## config.mk

```make
export PLATFORM = sky130hd
export DESIGN_NAME = epoch_seconds_to_calendar
export DESIGN_NICKNAME = d
export VERILOG_FILES = /design/src/hdl/esc_pkg.sv /design/src/hdl/esc_pipe_ctl.sv /design/src/hdl/epoch_seconds_to_calendar.sv
export VERILOG_INCLUDE_DIRS = /design/src /design/src/hdl
export SDC_FILE = /design/constraint.sdc
export NUM_CORES = 2
export LEC_CHECK = 0
export BUFFER_PORTS_ARGS = -buffer_cell sky130_fd_sc_hd__buf_2
export CAP_MARGIN = 15
export CORE_MARGIN = 3
export CORE_UTILIZATION = 30
export CTS_CLUSTER_DIAMETER = 60
export DETAILED_ROUTE_END_ITERATION = 16
export HOLD_SLACK_MARGIN = 0.05
export PLACE_DENSITY = 0.4
export SETUP_SLACK_MARGIN = 0.3
export SYNTH_ARGS = -nofsm -noshare
export SYNTH_HDL_FRONTEND = slang
export SYNTH_SLANG_ARGS = --single-unit
```

## constraint.sdc

```tcl
create_clock -name clk -period 6.8 [get_ports clk]
set_input_delay 0.34 -clock clk [delete_from_list [all_inputs] [get_ports clk]]
set_output_delay 0.34 -clock clk [all_outputs]
set_load 0.05 [all_outputs]
```

## src/hdl/epoch_seconds_to_calendar_assert.svh

```systemverilog
// ----------------------------------------------------------------------------
// Assertion macros for the epoch seconds to calendar converter
// Wraps concurrent assertions so that synthesis sees empty text.
// ----------------------------------------------------------------------------
`ifndef EPOCH_SECONDS_TO_CALENDAR_ASSERT_SVH
`define EPOCH_SECONDS_TO_CALENDAR_ASSERT_SVH

`ifndef SYNTHESIS

// same-cycle implication
`define ESC_ASSERT_IMPLY(label, clk, rst_n, ante, cons, msg) \
  label: assert property (@(posedge clk) disable iff (!rst_n) (ante) |-> (cons)) \
    else $error(msg);

// next-cycle implication
`define ESC_ASSERT_NEXT(label, clk, rst_n, ante, cons, msg) \
  label: assert property (@(posedge clk) disable iff (!rst_n) (ante) |=> (cons)) \
    else $error(msg);

`else

`define ESC_ASSERT_IMPLY(label, clk, rst_n, ante, cons, msg)
`define ESC_ASSERT_NEXT(label, clk, rst_n, ante, cons, msg)

`endif

`endif

```

## src/hdl/esc_pkg.sv

```systemverilog
// ----------------------------------------------------------------------------
// esc_pkg
// Shared types and constants of the epoch seconds to calendar converter.
// ----------------------------------------------------------------------------
`default_nettype none

package esc_pkg;

  localparam int NUM_STAGES = 6;

  typedef struct packed {
    logic [NUM_STAGES-1:0] load;
    logic [NUM_STAGES-1:0] valid;
  } pipe_ctl_t;

  // q = (x * RECIP) >> SHIFT, exact over the operand range used
  localparam logic [25:0] DAY_RECIP   = 26'd50903317;  // 1/675, x < 2^25
  localparam int          DAY_SHIFT   = 35;
  localparam logic [16:0] CYC_RECIP   = 17'd91868;     // 1/1461, x < 2^16
  localparam int          CYC_SHIFT   = 27;
  localparam logic [16:0] WK_RECIP    = 17'd74899;     // 1/7, x < 2^16
  localparam int          WK_SHIFT    = 19;
  localparam logic [13:0] HR_RECIP    = 14'd9321;      // 1/225, x < 2^13
  localparam int          HR_SHIFT    = 21;
  localparam logic [10:0] MIN_RECIP   = 11'd1093;      // 1/15, x < 2^10
  localparam int          MIN_SHIFT   = 14;

  localparam logic [9:0]  DAY_ODD     = 10'd675;       // 86400 >> 7
  localparam logic [10:0] DAYS_PER_CYC = 11'd1461;
  localparam logic [8:0]  DAYS_PER_YR = 9'd365;
  localparam logic [11:0] SECS_PER_HR = 12'd3600;
  localparam logic [6:0]  SECS_PER_MIN = 7'd60;

  // day count is rebased to 1968-03-01, the start of a four-year cycle
  localparam logic [15:0] BASE_OFFSET = 16'd671;
  // rebased index of 2100-03-01; a phantom Feb 29 is inserted before it
  localparam logic [15:0] MAR_2100    = 16'd48212;
  localparam logic [5:0]  CYC_2100    = 6'd33;
  localparam logic [11:0] BASE_YEAR   = 12'd1968;
  localparam logic [2:0]  EPOCH_WDAY  = 3'd4;

  localparam logic [3:0]  MP_JAN      = 4'd10;
  localparam logic [8:0]  JAN1_OFFSET = 9'd306;
  localparam logic [8:0]  MAR1_DOY    = 9'd59;

  // first day of each month in a March-based year
  localparam logic [8:0] MAR_MONTH_START [0:11] = '{
    9'd0, 9'd31, 9'd61, 9'd92, 9'd122, 9'd153,
    9'd184, 9'd214, 9'd245, 9'd275, 9'd306, 9'd337
  };

endpackage

`default_nettype wire

```

## src/hdl/esc_pipe_ctl.sv

```systemverilog
// ----------------------------------------------------------------------------
// esc_pipe_ctl
// Valid bits and stage load enables for the converter pipeline.
// ----------------------------------------------------------------------------
`default_nettype none

module esc_pipe_ctl (
  input  wire logic              clk,
  input  wire logic              rst_n,
  input  wire logic              in_valid,
  output logic                   in_ready,
  output logic                   out_valid,
  input  wire logic              out_ready,
  output esc_pkg::pipe_ctl_t     ctl
);

  logic [esc_pkg::NUM_STAGES-1:0] valid_r;
  logic [esc_pkg::NUM_STAGES-1:0] valid_nxt;
  logic [esc_pkg::NUM_STAGES-1:0] load;
  logic [esc_pkg::NUM_STAGES-1:0] upstream;

  // a stage takes new data when empty or when its content moves on
  always_comb begin
    load[esc_pkg::NUM_STAGES-1] = !valid_r[esc_pkg::NUM_STAGES-1] || out_ready;
    for (int k = esc_pkg::NUM_STAGES - 2; k >= 0; k--) begin
      load[k] = !valid_r[k] || load[k+1];
    end
  end

  always_comb begin
    upstream = {valid_r[esc_pkg::NUM_STAGES-2:0], in_valid};
    for (int k = 0; k < esc_pkg::NUM_STAGES; k++) begin
      valid_nxt[k] = load[k] ? upstream[k] : valid_r[k];
    end
  end

  always_ff @(posedge clk) begin
    if (!rst_n) begin
      valid_r <= '0;
    end else begin
      valid_r <= valid_nxt;
    end
  end

  assign in_ready  = load[0];
  assign out_valid = valid_r[esc_pkg::NUM_STAGES-1];
  assign ctl.load  = load;
  assign ctl.valid = valid_r;

endmodule

`default_nettype wire

```

## src/hdl/epoch_seconds_to_calendar.sv

```systemverilog
// ----------------------------------------------------------------------------
// epoch_seconds_to_calendar
// Converts a 32-bit Unix time stamp into its UTC calendar breakdown.
//
// One transaction in gives one transaction out, and a new time stamp can be
// taken every cycle unless the result side stalls a full pipeline. The pipeline
// follows the chain of constant-reciprocal multiplies: seconds to days, days to
// four-year cycles, weekday and hour, then minute, each followed by a register.
// The day count is rebased to 1968-03-01 so that Feb 29 ends each four-year
// cycle; 2100 is not a leap year, handled by skipping over a phantom Feb 29
// 2100. When the result side stalls, the pipeline fills up and in_ready drops
// only once every stage holds a transaction.
// ----------------------------------------------------------------------------
`default_nettype none
`include "epoch_seconds_to_calendar_assert.svh"

module epoch_seconds_to_calendar (
  input  wire logic        clk,
  input  wire logic        rst_n,
  input  wire logic        in_valid,
  output logic             in_ready,
  input  wire logic [31:0] in_epoch_seconds,
  output logic             out_valid,
  input  wire logic        out_ready,
  output logic [11:0]      out_year,
  output logic [3:0]       out_month,
  output logic [4:0]       out_day_of_month,
  output logic [4:0]       out_hour,
  output logic [5:0]       out_minute,
  output logic [5:0]       out_second,
  output logic [2:0]       out_weekday,
  output logic [8:0]       out_day_of_year
);

  esc_pkg::pipe_ctl_t ctl;

  esc_pipe_ctl u_ctl (
    .clk       (clk),
    .rst_n     (rst_n),
    .in_valid  (in_valid),
    .in_ready  (in_ready),
    .out_valid (out_valid),
    .out_ready (out_ready),
    .ctl       (ctl)
  );

  // ---------------- stage 0: seconds / 86400 product
  logic [31:0] s0_t_r,     s0_t_nxt;
  logic [50:0] s0_dprod_r, s0_dprod_nxt;

  always_comb begin
    s0_t_nxt     = in_epoch_seconds;
    s0_dprod_nxt = 51'(in_epoch_seconds[31:7]) * 51'(esc_pkg::DAY_RECIP);
  end

  always_ff @(posedge clk) begin
    if (ctl.load[0]) begin
      s0_t_r     <= s0_t_nxt;
      s0_dprod_r <= s0_dprod_nxt;
    end
  end

  // ---------------- stage 1: day number, time of day, rebased day
  logic [15:0] s1_days_r, s1_days_nxt;
  logic [16:0] s1_tod_r,  s1_tod_nxt;
  logic [15:0] s1_dreb_r, s1_dreb_nxt;

  always_comb begin
    logic [15:0] days;
    logic [31:0] day_secs;
    logic [15:0] dbase;
    days        = s0_dprod_r[50:esc_pkg::DAY_SHIFT];
    day_secs    = 32'(days) * 32'(esc_pkg::DAY_ODD) << 7;
    dbase       = days + esc_pkg::BASE_OFFSET;
    s1_days_nxt = days;
    s1_tod_nxt  = 17'(s0_t_r - day_secs);
    s1_dreb_nxt = dbase + 16'(dbase >= esc_pkg::MAR_2100);
  end

  always_ff @(posedge clk) begin
    if (ctl.load[1]) begin
      s1_days_r <= s1_days_nxt;
      s1_tod_r  <= s1_tod_nxt;
      s1_dreb_r <= s1_dreb_nxt;
    end
  end

  // ---------------- stage 2: cycle, weekday and hour products
  logic [15:0] s2_dreb_r,  s2_dreb_nxt;
  logic [32:0] s2_qprod_r, s2_qprod_nxt;
  logic [15:0] s2_wx_r,    s2_wx_nxt;
  logic [32:0] s2_wprod_r, s2_wprod_nxt;
  logic [16:0] s2_tod_r,   s2_tod_nxt;
  logic [26:0] s2_hprod_r, s2_hprod_nxt;

  always_comb begin
    s2_dreb_nxt  = s1_dreb_r;
    s2_qprod_nxt = 33'(s1_dreb_r) * 33'(esc_pkg::CYC_RECIP);
    s2_wx_nxt    = s1_days_r + 16'(esc_pkg::EPOCH_WDAY);
    s2_wprod_nxt = 33'(s2_wx_nxt) * 33'(esc_pkg::WK_RECIP);
    s2_tod_nxt   = s1_tod_r;
    s2_hprod_nxt = 27'(s1_tod_r[16:4]) * 27'(esc_pkg::HR_RECIP);
  end

  always_ff @(posedge clk) begin
    if (ctl.load[2]) begin
      s2_dreb_r  <= s2_dreb_nxt;
      s2_qprod_r <= s2_qprod_nxt;
      s2_wx_r    <= s2_wx_nxt;
      s2_wprod_r <= s2_wprod_nxt;
      s2_tod_r   <= s2_tod_nxt;
      s2_hprod_r <= s2_hprod_nxt;
    end
  end

  // ---------------- stage 3: cycle remainder, weekday, hour, hour remainder
  logic [5:0]  s3_q_r,       s3_q_nxt;
  logic [10:0] s3_rem_r,     s3_rem_nxt;
  logic [2:0]  s3_weekday_r, s3_weekday_nxt;
  logic [4:0]  s3_hour_r,    s3_hour_nxt;
  logic [11:0] s3_remh_r,    s3_remh_nxt;

  always_comb begin
    logic [13:0] wq;
    s3_q_nxt       = s2_qprod_r[32:esc_pkg::CYC_SHIFT];
    s3_rem_nxt     = 11'(s2_dreb_r - 16'(s3_q_nxt) * 16'(esc_pkg::DAYS_PER_CYC));
    wq             = s2_wprod_r[32:esc_pkg::WK_SHIFT];
    s3_weekday_nxt = 3'(s2_wx_r - ({2'd0, wq} << 3) + {2'd0, wq});
    s3_hour_nxt    = s2_hprod_r[25:esc_pkg::HR_SHIFT];
    s3_remh_nxt    = 12'(s2_tod_r - 17'(s3_hour_nxt) * 17'(esc_pkg::SECS_PER_HR));
  end

  always_ff @(posedge clk) begin
    if (ctl.load[3]) begin
      s3_q_r       <= s3_q_nxt;
      s3_rem_r     <= s3_rem_nxt;
      s3_weekday_r <= s3_weekday_nxt;
      s3_hour_r    <= s3_hour_nxt;
      s3_remh_r    <= s3_remh_nxt;
    end
  end

  // ---------------- stage 4: year within cycle, March-based day, minute product
  logic [5:0]  s4_q_r,       s4_q_nxt;
  logic [1:0]  s4_yc_r,      s4_yc_nxt;
  logic [8:0]  s4_doy_r,     s4_doy_nxt;
  logic [2:0]  s4_weekday_r, s4_weekday_nxt;
  logic [4:0]  s4_hour_r,    s4_hour_nxt;
  logic [11:0] s4_remh_r,    s4_remh_nxt;
  logic [20:0] s4_mprod_r,   s4_mprod_nxt;

  always_comb begin
    // last year of a cycle takes the leap day, so the count caps at three
    priority if (s3_rem_r >= 11'(3 * esc_pkg::DAYS_PER_YR)) begin
      s4_yc_nxt = 2'd3;
    end else if (s3_rem_r >= 11'(2 * esc_pkg::DAYS_PER_YR)) begin
      s4_yc_nxt = 2'd2;
    end else if (s3_rem_r >= 11'(esc_pkg::DAYS_PER_YR)) begin
      s4_yc_nxt = 2'd1;
    end else begin
      s4_yc_nxt = 2'd0;
    end
    s4_doy_nxt     = 9'(s3_rem_r - 11'(s4_yc_nxt) * 11'(esc_pkg::DAYS_PER_YR));
    s4_q_nxt       = s3_q_r;
    s4_weekday_nxt = s3_weekday_r;
    s4_hour_nxt    = s3_hour_r;
    s4_remh_nxt    = s3_remh_r;
    s4_mprod_nxt   = 21'(s3_remh_r[11:2]) * 21'(esc_pkg::MIN_RECIP);
  end

  always_ff @(posedge clk) begin
    if (ctl.load[4]) begin
      s4_q_r       <= s4_q_nxt;
      s4_yc_r      <= s4_yc_nxt;
      s4_doy_r     <= s4_doy_nxt;
      s4_weekday_r <= s4_weekday_nxt;
      s4_hour_r    <= s4_hour_nxt;
      s4_remh_r    <= s4_remh_nxt;
      s4_mprod_r   <= s4_mprod_nxt;
    end
  end

  // ---------------- stage 5: month, day, year, minute, second (output register)
  logic [11:0] s5_year_r,    s5_year_nxt;
  logic [3:0]  s5_month_r,   s5_month_nxt;
  logic [4:0]  s5_mday_r,    s5_mday_nxt;
  logic [4:0]  s5_hour_r,    s5_hour_nxt;
  logic [5:0]  s5_minute_r,  s5_minute_nxt;
  logic [5:0]  s5_second_r,  s5_second_nxt;
  logic [2:0]  s5_weekday_r, s5_weekday_nxt;
  logic [8:0]  s5_yday_r,    s5_yday_nxt;

  always_comb begin
    logic [3:0] mp;
    logic       jan_feb;
    logic       leap;
    mp = 4'd0;
    for (int k = 1; k < 12; k++) begin
      if (s4_doy_r >= esc_pkg::MAR_MONTH_START[k]) begin
        mp = 4'(k);
      end
    end
    jan_feb       = (mp >= esc_pkg::MP_JAN);
    // first year of each cycle is leap, except the one starting in 2100
    leap          = (s4_yc_r == 2'd0) && (s4_q_r != esc_pkg::CYC_2100);
    s5_month_nxt  = jan_feb ? mp - 4'd9 : mp + 4'd3;
    s5_mday_nxt   = 5'(s4_doy_r - esc_pkg::MAR_MONTH_START[mp] + 9'd1);
    s5_year_nxt   = esc_pkg::BASE_YEAR + {4'd0, s4_q_r, 2'd0} + 12'(s4_yc_r)
                    + 12'(jan_feb);
    s5_yday_nxt   = jan_feb ? s4_doy_r - esc_pkg::JAN1_OFFSET
                            : s4_doy_r + esc_pkg::MAR1_DOY + 9'(leap);
    s5_minute_nxt = s4_mprod_r[19:esc_pkg::MIN_SHIFT];
    s5_second_nxt = 6'(s4_remh_r - 12'(s5_minute_nxt) * 12'(esc_pkg::SECS_PER_MIN));
    s5_hour_nxt   = s4_hour_r;
    s5_weekday_nxt = s4_weekday_r;
  end

  always_ff @(posedge clk) begin
    if (ctl.load[5]) begin
      s5_year_r    <= s5_year_nxt;
      s5_month_r   <= s5_month_nxt;
      s5_mday_r    <= s5_mday_nxt;
      s5_hour_r    <= s5_hour_nxt;
      s5_minute_r  <= s5_minute_nxt;
      s5_second_r  <= s5_second_nxt;
      s5_weekday_r <= s5_weekday_nxt;
      s5_yday_r    <= s5_yday_nxt;
    end
  end

  assign out_year         = s5_year_r;
  assign out_month        = s5_month_r;
  assign out_day_of_month = s5_mday_r;
  assign out_hour         = s5_hour_r;
  assign out_minute       = s5_minute_r;
  assign out_second       = s5_second_r;
  assign out_weekday      = s5_weekday_r;
  assign out_day_of_year  = s5_yday_r;

  // ---------------- assertions
  `ESC_ASSERT_NEXT(a_accept_enters, clk, rst_n, in_valid && in_ready, ctl.valid[0], "accepted transaction did not enter the pipeline")
  `ESC_ASSERT_IMPLY(a_stall_full, clk, rst_n, !in_ready, (&ctl.valid) && !out_ready, "input stalled with a bubble in the pipeline")
  `ESC_ASSERT_IMPLY(a_date_range, clk, rst_n, out_valid, out_month >= 4'd1 && out_month <= 4'd12 && out_day_of_month >= 5'd1 && out_day_of_year <= 9'd365, "date field out of range")
  `ESC_ASSERT_IMPLY(a_time_range, clk, rst_n, out_valid, out_hour <= 5'd23 && out_minute <= 6'd59 && out_second <= 6'd59 && out_weekday <= 3'd6, "time field out of range")

endmodule

`default_nettype wire
```

==> PnR_summary.wiki <==
{| class="wikitable"
! Metric !! Value
|-
| Placer Congestion || 0.883
|-
| Max Buffers Root-to-Sink || 3
|-
| TritonCTS clock tree || yes
|-
| Number of violations reported at the end of detailed-routing iteration 0 || 652
|-
| Largest net degree at the start of global routing || 51
|-
| Placed cells || 4426
|-
| Critical Path Start Type || flop
|-
| Number of antenna-violating nets in the routed design || 0
|-
| Final period demand of the worst path || 6.34 ns
|-
| Source-to-sink clock delay at the later pin of the worst-skew pair || 0.54 ns
|-
| Average vias per placed instance || 4.33
|-
| Die width || 333 um
|-
| Async set-reset flop share out of synthesis || 0%
|-
| FP Rows || 119
|-
| Fin. max-slew vios || 0
|-
| Clock Sink Count || between 200 and 300
|-
| Growth of design area from synthesis to finish || 11.9%
|-
| Post-detailed-route wirelength per cell || 15.7 um
|-
| Register bit count reported by yosys || 252
|-
| Slew headroom || 31.0%
|-
| Maximum capacitance violations || 0
|-
| Filler Cells Inserted || 10800
|-
| Fraction of layout cells with a size suffix above 1 || 7.43%
|-
| Clock root buffer master || sky130_fd_sc_hd__clkbuf_16
|-
| Combined buffer and inverter count along the critical path || 5
|-
| Number of different library cells in the post-synthesis netlist || 64
|-
| Congestion Overflow GR || 0
|-
| Critical path peak fanout || 2
|-
| Delay of the slowest critical-path stage || 0.57 ns
|-
| Antenna cells || 0
|-
| Total count of hold-check failures in the final report || 0
|-
| Critical path class || reg -> reg
|-
| Required @ worst endpoint || 7.08 ns
|-
| Endpoint class of the critical path || flop
|-
| Level count of the clock H-tree || 2
|-
| Critical path cell sequence || inv_2 > fa_1 > inv_1 > fa_1 > inv_1 > fa_1 > fa_1 > fa_1 > inv_2 > fa_1 > ha_4 > a221o_1 > nor4_4 > buf_4 > o211ai_1 > a41o_1 > or4b_4 > a31o_4 > a21oi_2 > xnor2_1
|-
| Final setup skew || 0.0207 ns
|-
| Count of yosys warnings during synthesis || 0
|-
| Kind of cell adding the most delay to the critical path || adder cells
|-
| Mapped Nets || 4052
|-
| Initial core utilization || 30.3%
|-
| Placed wire-length estimate after detailed placement || 62300 um
|-
| Final Routed Wirelength || approximately 71000 um
|-
| Die H || between 300 and 400 um
|-
| Count of flip-flops with a built-in enable after synthesis || 246
|-
| Count of TritonRoute iterations in the first routing pass || 6
|-
| Final net count || 4232
|-
| Arrival time of the worst setup path || 6.62 ns
|-
| Predominant post-synthesis flop cell || sky130_fd_sc_hd__edfxtp_1
|-
| Mapped Area || 0.0320 mm2
|-
| Combined area of the multi-input logic cells || 0.0215 mm2
|-
| Avg Cell Area, Syn || 11.0 um2
|-
| Vias post-DR || around 19000
|-
| Critical-path cell with the highest stage delay || sky130_fd_sc_hd__fa_1
|-
| Port bufs || between 80 and 90
|-
| Post-Layout Cell Count || roughly 4500
|-
| Floorplan core area || 0.106 mm2
|-
| Final worst-path cycle share || 93.2%
|-
| CTS clock-pin slew for the worst setup and hold paths || 0.06 ns
|-
| Final setup viols || 0
|-
| Via count of the first global-routing pass || 22400
|-
| Number of design rule violations left after detail routing || 0
|-
| Most common cell type on the critical path || sky130_fd_sc_hd__fa_1
|-
| Antenna violations before repair || 0
|-
| Area used by sequential logic in the layout || 0.00751 mm2
|-
| Seq/Total Area, Yosys || a little under a quarter
|-
| DIE AREA || 0.111 mm2
|-
| Status || finished clean
|-
| Worst-margin pin slew || 1.04 ns
|-
| All-Layer GR Usage || 13.4%
|-
| Wire length of the first global-routing pass || ~120000 um
|-
| Path category of the worst min-delay check || in -> reg
|-
| Num ports || 88
|-
| Post-synthesis cell count || 2903
|-
| Setup repair after global routing missed its margin || yes
|-
| Post-route core utilization || 33.9%
|-
| F_max || 158 MHz
|-
| Total clock buffers created by CTS || 34
|}
[sequential cells by signal, summed over array words and instances (netlist names), 11 cells and up]
register	cells
s2_tod_r	12
s0_t_r	17
s1_dreb_r	16
s2_dreb_r	11
out_year	12
s3_remh_r	12
s0_dprod_r	16
s1_days_r	16
s1_tod_r	17
s3_rem_r	11
[metal layers]
layer | global-route usage (%) | share of wire [%] | vias to the layer above
met3 | 1.47 | 2.3 | 83
met2 | 24.6 | 51 | 189
met1 | 16.8 | 45 | 9470
met5 | 0 | 0 | -
met4 | 2.93 | 2.1 | 0
li1 | - | - | 9755
[final cells by class]
type | count | area share [%]
inverter | 806 | 8.44
clock buffer | 42 | 2.52
sequential | 252 | 20.9
clock inverter | 19 | 0.488
multi-input combinational | 1835 | 60.1
timing repair buffer | 154 | 2.68
tap | 1391 | 4.85
[metrics by stage]
step / setup slack [ns] / hold WS [ns] / cell area, um2 / TNS, ns
global placement: -0.0139 / 0.404 / 34600 / -0.0139
detailed placement: -0.0502 / 0.405 / 34600 / -0.0753
CTS: 0.324 / 0.142 / 35800 / 0
global route: 0.186 / 0.158 / 35900 / 0
floorplan: 0.491 / 0.400 / 32000 / 0
finish: 0.460 / 0.188 / 35900 / 0
[what timing repair did]
action,CTS,global route
buffers inserted,1,2
pin swaps,5,0
resized for setup,12,5
cloned,0,0
setup endpoints to repair,2,4
endpoints found under the hold margin,11,0
hold buffers,9,0
[Yosys cell counts, types with 8 or more instances]
library cell,count,area [um2]
sky130_fd_sc_hd__inv_1,806,3030
sky130_fd_sc_hd__ha_1,726,9080
sky130_fd_sc_hd__fa_1,387,7750
sky130_fd_sc_hd__edfxtp_1,246,7390
sky130_fd_sc_hd__xnor2_1,115,1010
sky130_fd_sc_hd__a21oi_1,103,515
sky130_fd_sc_hd__nand2_1,68,255
sky130_fd_sc_hd__nor2_1,66,248
sky130_fd_sc_hd__o21ai_0,53,265
sky130_fd_sc_hd__xor2_1,53,464
sky130_fd_sc_hd__a21o_1,31,233
sky130_fd_sc_hd__nand3_1,21,105
sky130_fd_sc_hd__nor2b_1,19,119
sky130_fd_sc_hd__nor3_1,19,95.1
sky130_fd_sc_hd__o21bai_1,19,143
sky130_fd_sc_hd__o21a_1,15,113
sky130_fd_sc_hd__nand2b_1,13,81.3
sky130_fd_sc_hd__nand4_1,12,75.1
sky130_fd_sc_hd__o211ai_1,12,90.1
sky130_fd_sc_hd__and2_1,8,50.1
[cell usage in the layout, fill, tap and decap left out, types with 20 or more instances in the layout]
| master | Yosys | final |
|---|---|---|
| sky130_fd_sc_hd__a21o_1 | 31 | 31 |
| sky130_fd_sc_hd__a21oi_1 | 103 | 102 |
| sky130_fd_sc_hd__buf_2 | 0 | 87 |
| sky130_fd_sc_hd__buf_4 | 0 | 58 |
| sky130_fd_sc_hd__clkbuf_16 | 0 | 35 |
| sky130_fd_sc_hd__edfxtp_1 | 246 | 246 |
| sky130_fd_sc_hd__fa_1 | 387 | 386 |
| sky130_fd_sc_hd__ha_1 | 726 | 725 |
| sky130_fd_sc_hd__inv_1 | 806 | 797 |
| sky130_fd_sc_hd__nand2_1 | 68 | 66 |
| sky130_fd_sc_hd__nand3_1 | 21 | 20 |
| sky130_fd_sc_hd__nor2_1 | 66 | 66 |
| sky130_fd_sc_hd__o21ai_0 | 53 | 53 |
| sky130_fd_sc_hd__xnor2_1 | 115 | 114 |
| sky130_fd_sc_hd__xor2_1 | 53 | 53 |
[worst paths after layout]
path                                           startpoint                       endpoint  slack [ns]  cells after the start
worst max register to register    s1_dreb_r[10]$_DFFE_PP_       s2_qprod_r[32]$_DFFE_PP_        0.46                     20
worst min register to register  s3_weekday_r[2]$_DFFE_PP_      s4_weekday_r[2]$_DFFE_PP_        0.41                      0
worst max-delay path              s1_dreb_r[10]$_DFFE_PP_       s2_qprod_r[32]$_DFFE_PP_        0.46                     20
worst min-delay path                            out_ready  u_ctl.valid_r[5]$_SDFFE_PN0P_        0.19                      3
[worst reg2reg max path, delay by kind of cell (launching register included)]
| family | cells | cell delay, ns |
|---|---|---|
| simple gates | 2 | 0.78 |
| fa+ha+maj | 7 | 3.29 |
| compound gates | 5 | 1.15 |
| buf+inv | 5 | 0.39 |
| xor+xnor | 1 | 0.07 |
| flops | 1 | 0.43 |
[kinds of logic (layout without fill, tap and decap cells)]
logic type	count (synthesis)	count (layout)	synth area share [%]
fa+ha+maj	1113	1113	52.5
buf+inv	816	1021	9.56
compound gates	293	293	5.87
simple gates	261	261	4.04
flops	252	252	23.4
xor+xnor	168	168	4.59
Power is not shown: default switching activity piles up to over one toggle a cycle in this logic, so the estimate is an artifact.
